## src/hdl/mrsc_pkg.sv

```systemverilog
`timescale 1ns / 1ps

package mrsc_pkg;

	localparam logic [15:0] TICKS_RESET = 16'd1000;
	localparam logic [6:0]  PCT_MAX     = 7'd100;

	typedef enum logic [1:0] {
		MODE_IDLE    = 2'd0,
		MODE_RUNNING = 2'd1,
		MODE_STOPPED = 2'd2
	} mode_t;

	typedef enum logic [3:0] {
		CMD_TICK         = 4'd0,
		CMD_START        = 4'd1,
		CMD_STOP         = 4'd2,
		CMD_TIMED_STOP   = 4'd3,
		CMD_RELEASE      = 4'd4,
		CMD_EXIT_STOP    = 4'd5,
		CMD_SET          = 4'd6,
		CMD_UP           = 4'd7,
		CMD_DOWN         = 4'd8,
		CMD_DISPLAY_DONE = 4'd9
	} cmd_t;

	typedef struct packed {
		cmd_t        command;
		logic [15:0] percentage;
		logic [31:0] timeout_ms;
		logic        stop_button_pressed;
	} item_t;

	typedef struct packed {
		mode_t       mode;
		logic [6:0]  target_percentage;
		logic        display_update_needed;
		logic        stop_notice;
		logic [31:0] runtime_seconds;
		logic [31:0] start_count;
	} res_t;

endpackage

```

## src/hdl/mrsc_core.sv

```systemverilog
`timescale 1ns / 1ps

module mrsc_core (
	input  logic           clk,
	input  logic           arst_n,
	input  logic           cfg_we,
	input  logic [15:0]    cfg_wdata,
	input  logic           advance,
	input  mrsc_pkg::item_t item,
	output mrsc_pkg::res_t  result
);

	logic [15:0]     ticks_q;
	mrsc_pkg::mode_t mode_q, mode_d;
	logic [6:0]      target_q, target_d;
	logic            disp_q, disp_d;
	logic            armed_q, armed_d;
	logic [31:0]     len_q, len_d;
	logic [31:0]     elapsed_q, elapsed_d;
	logic [15:0]     run_cnt_q, run_cnt_d;
	logic [31:0]     runtime_q, runtime_d;
	logic [31:0]     starts_q, starts_d;
	logic            notice;
	logic [31:0]     elapsed_inc;
	logic [15:0]     run_cnt_inc;

	assign elapsed_inc = (elapsed_q == '1) ? elapsed_q : elapsed_q + 32'd1;
	assign run_cnt_inc = run_cnt_q + 16'd1;

	always_comb begin
		mode_d    = mode_q;
		target_d  = target_q;
		disp_d    = disp_q;
		armed_d   = armed_q;
		len_d     = len_q;
		elapsed_d = elapsed_q;
		run_cnt_d = run_cnt_q;
		runtime_d = runtime_q;
		starts_d  = starts_q;
		notice    = 1'b0;
		case (item.command)
			mrsc_pkg::CMD_TICK: begin
				if (mode_q == mrsc_pkg::MODE_STOPPED && armed_q) begin
					elapsed_d = elapsed_inc;
					if (elapsed_inc >= len_q) begin
						mode_d  = mrsc_pkg::MODE_IDLE;
						armed_d = 1'b0;
					end
				end
				if (mode_q == mrsc_pkg::MODE_RUNNING) begin
					if (run_cnt_inc >= ticks_q) begin
						runtime_d = runtime_q + 32'd1;
						run_cnt_d = '0;
					end else begin
						run_cnt_d = run_cnt_inc;
					end
				end
			end
			mrsc_pkg::CMD_START: begin
				if (mode_q == mrsc_pkg::MODE_IDLE) begin
					mode_d    = mrsc_pkg::MODE_RUNNING;
					starts_d  = starts_q + 32'd1;
					run_cnt_d = '0;
				end
			end
			mrsc_pkg::CMD_STOP: begin
				if (mode_q == mrsc_pkg::MODE_RUNNING) begin
					mode_d    = mrsc_pkg::MODE_STOPPED;
					elapsed_d = '0;
					armed_d   = 1'b0;
					notice    = 1'b1;
				end
			end
			mrsc_pkg::CMD_TIMED_STOP: begin
				if (mode_q == mrsc_pkg::MODE_RUNNING) begin
					mode_d    = mrsc_pkg::MODE_STOPPED;
					elapsed_d = '0;
					armed_d   = 1'b1;
					len_d     = item.timeout_ms;
					notice    = 1'b1;
				end
			end
			mrsc_pkg::CMD_RELEASE: begin
				if (mode_q == mrsc_pkg::MODE_STOPPED && !item.stop_button_pressed) begin
					mode_d  = mrsc_pkg::MODE_IDLE;
					armed_d = 1'b0;
				end
			end
			mrsc_pkg::CMD_EXIT_STOP: begin
				if (mode_q == mrsc_pkg::MODE_STOPPED) begin
					mode_d  = mrsc_pkg::MODE_IDLE;
					armed_d = 1'b0;
				end
			end
			mrsc_pkg::CMD_SET: begin
				if (item.percentage[15]) begin
					target_d = '0;
				end else if (item.percentage[14:0] > {8'd0, mrsc_pkg::PCT_MAX}) begin
					target_d = mrsc_pkg::PCT_MAX;
				end else begin
					target_d = item.percentage[6:0];
				end
				disp_d = 1'b1;
			end
			mrsc_pkg::CMD_UP: begin
				if (target_q < mrsc_pkg::PCT_MAX) begin
					target_d = target_q + 7'd1;
					disp_d   = 1'b1;
				end
			end
			mrsc_pkg::CMD_DOWN: begin
				if (target_q != '0) begin
					target_d = target_q - 7'd1;
					disp_d   = 1'b1;
				end
			end
			mrsc_pkg::CMD_DISPLAY_DONE: begin
				disp_d = 1'b0;
			end
			default: begin
			end
		endcase
	end

	always_ff @(posedge clk or negedge arst_n) begin
		if (!arst_n) begin
			ticks_q   <= mrsc_pkg::TICKS_RESET;
			mode_q    <= mrsc_pkg::MODE_IDLE;
			target_q  <= '0;
			disp_q    <= 1'b0;
			armed_q   <= 1'b0;
			len_q     <= '0;
			elapsed_q <= '0;
			run_cnt_q <= '0;
			runtime_q <= '0;
			starts_q  <= '0;
		end else begin
			if (cfg_we) begin
				ticks_q <= cfg_wdata;
			end
			if (advance) begin
				mode_q    <= mode_d;
				target_q  <= target_d;
				disp_q    <= disp_d;
				armed_q   <= armed_d;
				len_q     <= len_d;
				elapsed_q <= elapsed_d;
				run_cnt_q <= run_cnt_d;
				runtime_q <= runtime_d;
				starts_q  <= starts_d;
			end
		end
	end

	assign result.mode                  = mode_d;
	assign result.target_percentage     = target_d;
	assign result.display_update_needed = disp_d;
	assign result.stop_notice           = notice;
	assign result.runtime_seconds       = runtime_d;
	assign result.start_count           = starts_d;

endmodule

```

## src/hdl/mrsc_skid.sv

```systemverilog
`timescale 1ns / 1ps

module mrsc_skid (
	input  logic           clk,
	input  logic           arst_n,
	input  logic           in_valid,
	input  mrsc_pkg::res_t in_data,
	output logic           in_ready,
	output logic           out_valid,
	output mrsc_pkg::res_t out_data,
	input  logic           out_ready
);

	logic           out_valid_q;
	mrsc_pkg::res_t out_q;
	logic           skid_valid_q;
	mrsc_pkg::res_t skid_q;
	logic           pop;

	assign pop      = out_valid_q && out_ready;
	assign in_ready = !skid_valid_q;

	always_ff @(posedge clk or negedge arst_n) begin
		if (!arst_n) begin
			out_valid_q  <= 1'b0;
			skid_valid_q <= 1'b0;
		end else begin
			if (skid_valid_q) begin
				if (pop) begin
					out_valid_q  <= 1'b1;
					skid_valid_q <= 1'b0;
				end
			end else if (in_valid) begin
				if (!out_valid_q || pop) begin
					out_valid_q <= 1'b1;
				end else begin
					skid_valid_q <= 1'b1;
				end
			end else if (pop) begin
				out_valid_q <= 1'b0;
			end
		end
	end

	always_ff @(posedge clk) begin
		if (skid_valid_q) begin
			if (pop) begin
				out_q <= skid_q;
			end
		end else if (in_valid) begin
			if (!out_valid_q || pop) begin
				out_q <= in_data;
			end else begin
				skid_q <= in_data;
			end
		end
	end

	assign out_valid = out_valid_q;
	assign out_data  = out_q;

endmodule

```

## src/hdl/motor_run_stop_controller_top.sv

```systemverilog
`timescale 1ns / 1ps
// A word accepted on the input is held in the input register; its result word,
// computed by the core, is captured in the result register of the skid buffer.
// Throughput: one word per cycle while the two-entry result buffer has room.
// Reset: arst_n asynchronously clears the valid flags and the core state, but not
// the data registers; the tick period resets to 1000.

module motor_run_stop_controller_top (
	input  logic        clk,
	input  logic        arst_n,
	input  logic        cfg_we,
	input  logic [15:0] cfg_wdata,
	input  logic        s_axis_tvalid,
	output logic        s_axis_tready,
	// percentage, timeout_ms, stop_button_pressed, zero fill
	input  logic [55:0] s_axis_tdata,
	// command
	input  logic [3:0]  s_axis_tuser,
	output logic        m_axis_tvalid,
	input  logic        m_axis_tready,
	// mode, target_percentage, display_update_needed, stop_notice,
	// runtime_seconds, start_count, zero fill
	output logic [79:0] m_axis_tdata
);

	logic            s1_valid_q;
	mrsc_pkg::item_t item_s1;
	logic            skid_ready;
	logic            advance;
	logic            in_accept;
	mrsc_pkg::res_t  result;
	mrsc_pkg::res_t  out_data;

	assign advance       = s1_valid_q && skid_ready;
	assign s_axis_tready = !s1_valid_q || skid_ready;
	assign in_accept     = s_axis_tvalid && s_axis_tready;

	always_ff @(posedge clk or negedge arst_n) begin
		if (!arst_n) begin
			s1_valid_q <= 1'b0;
		end else if (s_axis_tready) begin
			s1_valid_q <= s_axis_tvalid;
		end
	end

	always_ff @(posedge clk) begin
		if (in_accept) begin
			item_s1.command             <= mrsc_pkg::cmd_t'(s_axis_tuser);
			item_s1.percentage          <= s_axis_tdata[15:0];
			item_s1.timeout_ms          <= s_axis_tdata[47:16];
			item_s1.stop_button_pressed <= s_axis_tdata[48];
		end
	end

	mrsc_core u_core (
		.clk       (clk),
		.arst_n    (arst_n),
		.cfg_we    (cfg_we),
		.cfg_wdata (cfg_wdata),
		.advance   (advance),
		.item      (item_s1),
		.result    (result)
	);

	mrsc_skid u_skid (
		.clk       (clk),
		.arst_n    (arst_n),
		.in_valid  (advance),
		.in_data   (result),
		.in_ready  (skid_ready),
		.out_valid (m_axis_tvalid),
		.out_data  (out_data),
		.out_ready (m_axis_tready)
	);

	assign m_axis_tdata = {
		5'd0,
		out_data.start_count,
		out_data.runtime_seconds,
		out_data.stop_notice,
		out_data.display_update_needed,
		out_data.target_percentage,
		out_data.mode
	};

endmodule

```

## config.mk

```make
export PLATFORM = sky130hd
export DESIGN_NAME = motor_run_stop_controller_top
export DESIGN_NICKNAME = d
export VERILOG_FILES = /design/src/hdl/mrsc_pkg.sv /design/src/hdl/mrsc_core.sv /design/src/hdl/mrsc_skid.sv /design/src/hdl/motor_run_stop_controller_top.sv
export SDC_FILE = /design/constraint.sdc
export NUM_CORES = 1
export LEC_CHECK = 0
export BUFFER_PORTS_ARGS = -buffer_cell sky130_fd_sc_hd__buf_2
export CAP_MARGIN = 20
export CORE_MARGIN = 2
export CORE_UTILIZATION = 60
export CTS_CLUSTER_DIAMETER = 150
export DETAILED_ROUTE_END_ITERATION = 10
export PLACE_DENSITY = 0.85
export SYNTH_ARGS = -nofsm -noshare
export SYNTH_HDL_FRONTEND = slang
export SYNTH_SLANG_ARGS = --single-unit
```

## constraint.sdc

```tcl
create_clock -name clk -period 10.8 [get_ports clk]
set_input_delay 0.54 -clock clk [delete_from_list [all_inputs] [get_ports clk]]
set_output_delay 0.54 -clock clk [all_outputs]
set_load 0.05 [all_outputs]
```

==> results.tsv, run 1 <==
metric	value	unit
status	finished clean	
synthMuxAreaShare	6.094	%
cp.required	11.09	ns
setup_ws	6.377	ns
dp_slack	6.434	ns
post_cts_buffers	0	
fp.coreArea	30750	um2
hold_path.class	input pin to async pin	
htree_levels	2	
synth_xor_area_share	7.545	%
worst_r2r_path_depth	13	
cp-start-kind	flip-flop	
max-vdd-ir-drop	135.8	uV
path_clk_slew	0.06	ns
crit_slowest_cell	nand4_1	
io_pins	163	
yosys.area_share.simple	14.13	%
grt_overflow_total	0	
finalHoldViolCount	0	
tightestPinTransition	1.053	ns
cp_top_family	simple AND/OR/NAND/NOR gates	
relSlewSlack	29.81	%
synth_fa_ha_area_share	3.593	%
crit_chain	ha_1 -> and3_1 -> and3_1 -> nand4_1 -> nand3_1 -> xnor2_1 -> ha_1 -> nand2_1 -> nor3_1 -> o311ai_0 -> a31oi_1 -> o21ai_1 -> a31o_2	
cts-root-buf	clkbuf_16	
antenna_found_initial	0	
numCtsBuffers	39	
synth_ff_type	edfxtp_1	
period_share	40.95	%
dr.pass1.iters	5	
synth.distinct_cells	86	
r2r_end	u_skid.out_data[74]	
drive_gt1_share	21.07	%
synth_area_leaders	edfxtp_1 (32%), dfrtp_1 (22%), mux2_2 (6.0%)	
max_clock_freq	226.1	MHz
cts_sinks	377	
port_buffers	150	
synth-seq-cells	377	
viasPerCell	6.009	
nNetsFinal	1879	
fin_skew	0.02535	ns
end_kind	flip-flop	
rows	64	
die-area	32780	um2
synth.top_cells.by_count	edfxtp_1 (203), dfrtp_1 (168), nand2_1 (156)	
ant_nets	0	
yosys.area.top_type	edfxtp_1	
clock_latency	0.54	ns
power_density	227.2	nW/um2
wl	38680	um
crit_fanout	16	
yosysMostFrequentCell	edfxtp_1	
synth_top_area_share	32.42	%
drv_cap	0	
p_leak	8.910	nW
synthesis.area	18810	um2
cts_resized	0	
drtIter0Drc	1134	
grt_max_degree	99	
reg2reg_setup_slack	6.38	ns
hold_buffers	0	
wire_per_inst	17.82	um
grt.total_usage	23.83	%
rsz0062_at_grt	false	
place.gp.congestion	0.8489	
antenna_cells	0	
synth_edf_count	203	
finalSetupTns	0	ns
synth_compound_area_share	9.581	%
setup_viol	0	
die_w	181.0	um
crit_type	flip-flop to flip-flop	
critical_path_arrival	4.72	ns
grt_pass1_wl	64160	um
period_minus_slack	4.423	ns
seq_area_frac_synth	55.61	%
syn_area_per_cell	11.63	um2
final_max_slew_viol_count	0	
grt_pass1_vias	12917	
post-dp-hpwl	25340	um
slowest_delay	0.55	ns
crit_buf_inv	0	
rr_startpoint	u_core.elapsed_q[0]	
async_reset_ff_share	46.15	%
num_vias	13046	
cts_tree	yes	
die_h	181.0	um
synthCells	1617	
area_growth	12.72	%
synth_top_family_by_area	simple AND/OR/NAND/NOR gates	
drc	0	
cts_buffer_depth	3	
start_util	61.16	%
yosysWarningCount	0	
## per-stage QoR
| stage | util, % | area (um2) | total power [mW] | hold WS, ns | cells |
|---|---|---|---|---|---|
| after global routing | 68.94 | 21200 | 5.045 | 0.1693 | 2171 |
| after global placement | 64.49 | 19830 | 3.425 | 0.4573 | 2096 |
| after floorplan | - | 18820 | 3.131 | 0.2444 | 1621 |
| after CTS | 68.69 | 21120 | 4.837 | 0.1561 | 2168 |
| after detailed placement | 64.49 | 19830 | 3.480 | 0.4623 | 2096 |
| final | 68.94 | 21200 | 4.817 | 0.1139 | 2171 |
## cell families after synthesis
group | count (synthesis)
muxes | 102
other | 1
AOI/OAI and AO/OA | 255
DFF | 377
adders and majority gates | 54
buffers and inverters | 157
and+or+nand+nor | 509
xor gates and xnor gates | 162
## cell usage in the layout (no fill, tap or decap), types with 61 or more instances in the layout
cell type  synthesis  routed
nand2_1          156     156
buf_2             14     149
mux2_2           100     100
nand3_1           61      61
xnor2_1           90      90
edfxtp_1         203     203
xor2_1            72      72
inv_1             70      70
nor2_1            62      62
o21ai_0           64      64
dfrtp_1          168     168
## flip-flops by register name, summed over array words and instances (netlist names), 2 cells and up
name              cells
u_core.target_q       7
u_skid.out_data      75
u_core.starts_q      32
u_core.run_cnt_q     16
u_skid.skid_q        75
u_core.len_q         32
u_core.elapsed_q     32
item_s1              53
u_core.mode_q         2
u_core.runtime_q     32
u_core.ticks_q       16
## final cells by class
class | count | area (um2)
Clock buffer | 56 | 1111
Clock inverter | 16 | 181.4
Fill cell | 2161 | 9552
Inverter | 71 | 266.5
Multi-Input combinational cell | 1087 | 7741
Sequential cell | 377 | 10460
Tap cell | 396 | 495.5
Timing Repair Buffer | 168 | 944.7
## worst max-delay path by stage
stage,start,endpoint,slack [ns],cells after the start
floorplan,u_skid.skid_valid_q,u_skid.out_data[0],5.50,5
global placement,u_core.run_cnt_q[0],u_skid.out_data[62],6.53,15
detailed placement,u_core.run_cnt_q[0],u_skid.out_data[62],6.43,15
CTS,u_core.run_cnt_q[0],u_skid.out_data[62],6.41,15
global route,u_core.elapsed_q[0],u_skid.out_data[74],6.05,13
finish,u_core.elapsed_q[0],u_skid.out_data[74],6.38,13
## report_power, final
part           leakage (nW)  total (mW)  internal [mW]  switching [mW]
registers              4.33        2.06           1.91           0.157
logic                  3.95        1.40          0.403            1.00
clock network         0.630        1.35          0.794           0.556
## layer usage
metal | up-vias | GRT usage [%] | routed length, um
met5 | - | 0 | 0
met4 | 0 | 8.098 | 1019
met3 | 80 | 3.507 | 2001
met2 | 418 | 40.40 | 19270
met1 | 6389 | 31.73 | 16390
li1 | 6159 | - | -
(Power assumes the default switching activity.)
==> run 2, diff against run 1 <==
--- a/config.mk
+++ b/config.mk
@@ -8,10 +8,10 @@
 export BUFFER_PORTS_ARGS = -buffer_cell sky130_fd_sc_hd__buf_2
 export CAP_MARGIN = 20
 export CORE_MARGIN = 2
-export CORE_UTILIZATION = 60
+export CORE_UTILIZATION = 54
 export CTS_CLUSTER_DIAMETER = 150
 export DETAILED_ROUTE_END_ITERATION = 10
-export PLACE_DENSITY = 0.85
+export PLACE_DENSITY = 0.81
 export SYNTH_ARGS = -nofsm -noshare
 export SYNTH_HDL_FRONTEND = slang
 export SYNTH_SLANG_ARGS = --single-unit
==> constraint.sdc (replaced) <==
create_clock -name clk -period 3.6 [get_ports clk]
set_input_delay 0.18 -clock clk [delete_from_list [all_inputs] [get_ports clk]]
set_output_delay 0.18 -clock clk [all_outputs]
set_load 0.05 [all_outputs]
==> run 2 against run 1 <==
The flow now finishes with violations (negative setup slack). Fmax increased by 18%. Register-to-register slack got worse by 6.5 ns. Highest routed layer unchanged. Critical endpoint is now u_core.run_cnt_q[14]. Largest cell class unchanged. Critical path type unchanged. Sequential cell count did not move.
==> results.tsv, run 2 (synthesis results as in run 1) <==
metric	value	unit	change
relSlewSlack	32.69	%	+2.9 points
cp-start-kind	flip-flop		
r2r_end	u_core.run_cnt_q[14]		
p_leak	9.828	nW	+10%
postLayoutCoreUtil	67.36	%	-1.6 points
setup_ws	-0.1446	ns	-6.522 ns
grt_max_degree	87		-12%
start_util	54.58	%	-6.6 points
cts_buffer_depth	3		unchanged
path_clk_slew	0.06	ns	about the same
viasPerCell	5.779		-3.8%
drc	0		unchanged
crit_fanout	32		+16
setup_viol	29		+29
dr.pass1.iters	5		unchanged
grt_pass1_vias	13755		+6.5%
rsz0062_at_grt	true		
finalSetupTns	-1.479	ns	-1.479 ns
cp.required	4.02	ns	-7.07 ns
die-area	36330	um2	+11%
wl	43180	um	+12%
ant_nets	0		unchanged
grt_pass1_wl	67830	um	+5.7%
drv_cap	0		unchanged
max-vdd-ir-drop	589.1	uV	+330%
drtIter0Drc	1212		+6.9%
worstHoldEndpoint	u_core.ticks_q[8]		
failed_checks	negative setup slack		
power	14.73	mW	+210%
post-dp-hpwl	26810	um	+5.8%
grt.total_usage	23.00	%	-0.83 points
grt_overflow_total	0		unchanged
hp-start	cfg_we		
hold_path.class	input pin to flip-flop		
wire_per_inst	17.98	um	+0.91%
io_pins	163		unchanged
period_minus_slack	3.745	ns	-0.6781 ns
place.gp.congestion	0.8716		+2.7%
crit_type	flip-flop to flip-flop		
port_buffers	150		unchanged
htree_levels	2		unchanged
antenna_found_initial	1		+1
period_share	104.0	%	+63 points
finalHoldViolCount	0		unchanged
multi_input_area	8103	um2	+4.7%
final_common_cell	edfxtp_1		
nNetsFinal	2050		+9.1%
n_fill_cell	2411		+12%
critical_path_arrival	4.17	ns	-0.55 ns
rr_startpoint	u_core.run_cnt_q[7]		
final_cell_mix	edfxtp_1 (203), dfrtp_1 (168), nand2_1 (155)		
rows	68		+6.3%
cts-root-buf	clkbuf_16		
num_vias	13880		+6.4%
status	finished with violations		
seq_area	10460	um2	unchanged
power_density	634.7	nW/um2	+180%
die_w	190.6	um	+5.3%
numCtsBuffers	40		+2.6%
cts_sinks	377		unchanged
fin_skew	0.01476	ns	-0.01059 ns
end_kind	flip-flop		
clock_latency	0.54	ns	about the same
hold-path-cell-count	3		
max_clock_freq	267.0	MHz	+18%
worst_r2r_path_depth	14		+1
tightestPinTransition	1.010	ns	-0.04314 ns
final_max_slew_viol_count	0		unchanged
drive_gt1_share	26.57	%	+5.5 points
reg2reg_setup_slack	-0.14	ns	-6.52 ns
fp.coreArea	34460	um2	+12%
die_h	190.6	um	+5.3%
cts_tree	yes		
area_growth	23.43	%	
==> run 2: changes by cell type in the layout (fill, tap and decap cells not counted), sizes merged <==
| cell | delta |
|---|---|
| buf | +97 |
| dlygate4sd3 | +72 |
| clkbuf | -11 |
| clkinv | +11 |
| bufinv | +1 |
| clkinvlp | +1 |
| diode | +1 |
==> run 2: routing by layer <==
layer | up-vias | global-route usage [%] | routed length (um)
li1 | 6521 | - | -
met1 | 6774 | 29.22 | 17800
met2 | 484 | 40.04 | 21820
met3 | 101 | 3.644 | 2261
met4 | 0 | 7.990 | 1298
met5 | - | 0 | 0
==> run 2: layout make-up <==
type | instances | share of cell area (%)
multi-input combinational | 1087 | 34.91
timing repair buffer | 338 | 10.72
clock buffer | 44 | 4.463
antenna | 1 | 0.01078
sequential | 377 | 45.05
clock inverter | 29 | 1.240
inverter | 71 | 1.148
tap | 455 | 2.453
==> run 2: through the flow <==
step | cells | setup slack, ns | cell area (um2) | hold WS [ns]
2_1_floorplan | 1621 | 0.001567 | 18860 | -0.1156
3_3_place_gp | 2218 | -0.01605 | 20460 | 0.3140
3_5_place_dp | 2218 | -0.1080 | 20460 | 0.3153
4_1_cts | 2369 | -0.01642 | 22600 | 0.05522
5_1_grt | 2402 | -0.3082 | 23210 | 0.1385
6_report | 2402 | -0.1446 | 23210 | 0.09135
==> run 2: worst max-delay path, cell delays in order (launching register included) <==
cell and delay [ns]:
dfrtp_1 0.40, nand4_1 0.27, nor4_4 0.36, buf_4 0.17, nand4_1 0.15, xnor2_1 0.26, ha_1 0.30, a21oi_2 0.22
o21ai_4 0.10, nor3_4 0.27, a21o_1 0.21, buf_12 0.20, buf_6 0.24, nand3b_1 0.14, a31oi_1 0.34
==> run 2: report_power, final <==
group	switching, mW	total, mW	internal (mW)
logic	3.08	4.45	1.36
registers	0.437	6.15	5.71
clock network	1.75	4.14	2.39
==> run 2: repair_timing <==
item	in CTS	in global routing
gates cloned	0	2
endpoints found under the setup margin	27	78
hold buffers	72	0
resized for setup	6	62
setup buffers	6	30
pin swaps	2	27
endpoints found under the hold margin	155	0
==> run 2: worst max path at each step <==
stage	start	slack, ns	depth (start not counted)	endpoint
global placement	u_core.elapsed_q[26]	-0.02	14	u_skid.out_data[74]
detailed placement	u_core.run_cnt_q[3]	-0.11	11	u_core.run_cnt_q[14]
finish	u_core.run_cnt_q[7]	-0.14	14	u_core.run_cnt_q[14]
global route	u_core.run_cnt_q[7]	-0.31	14	u_core.run_cnt_q[14]
CTS	u_core.run_cnt_q[7]	-0.02	14	u_skid.out_data[32]
floorplan	u_core.run_cnt_q[0]	0.002	14	u_skid.out_data[33]
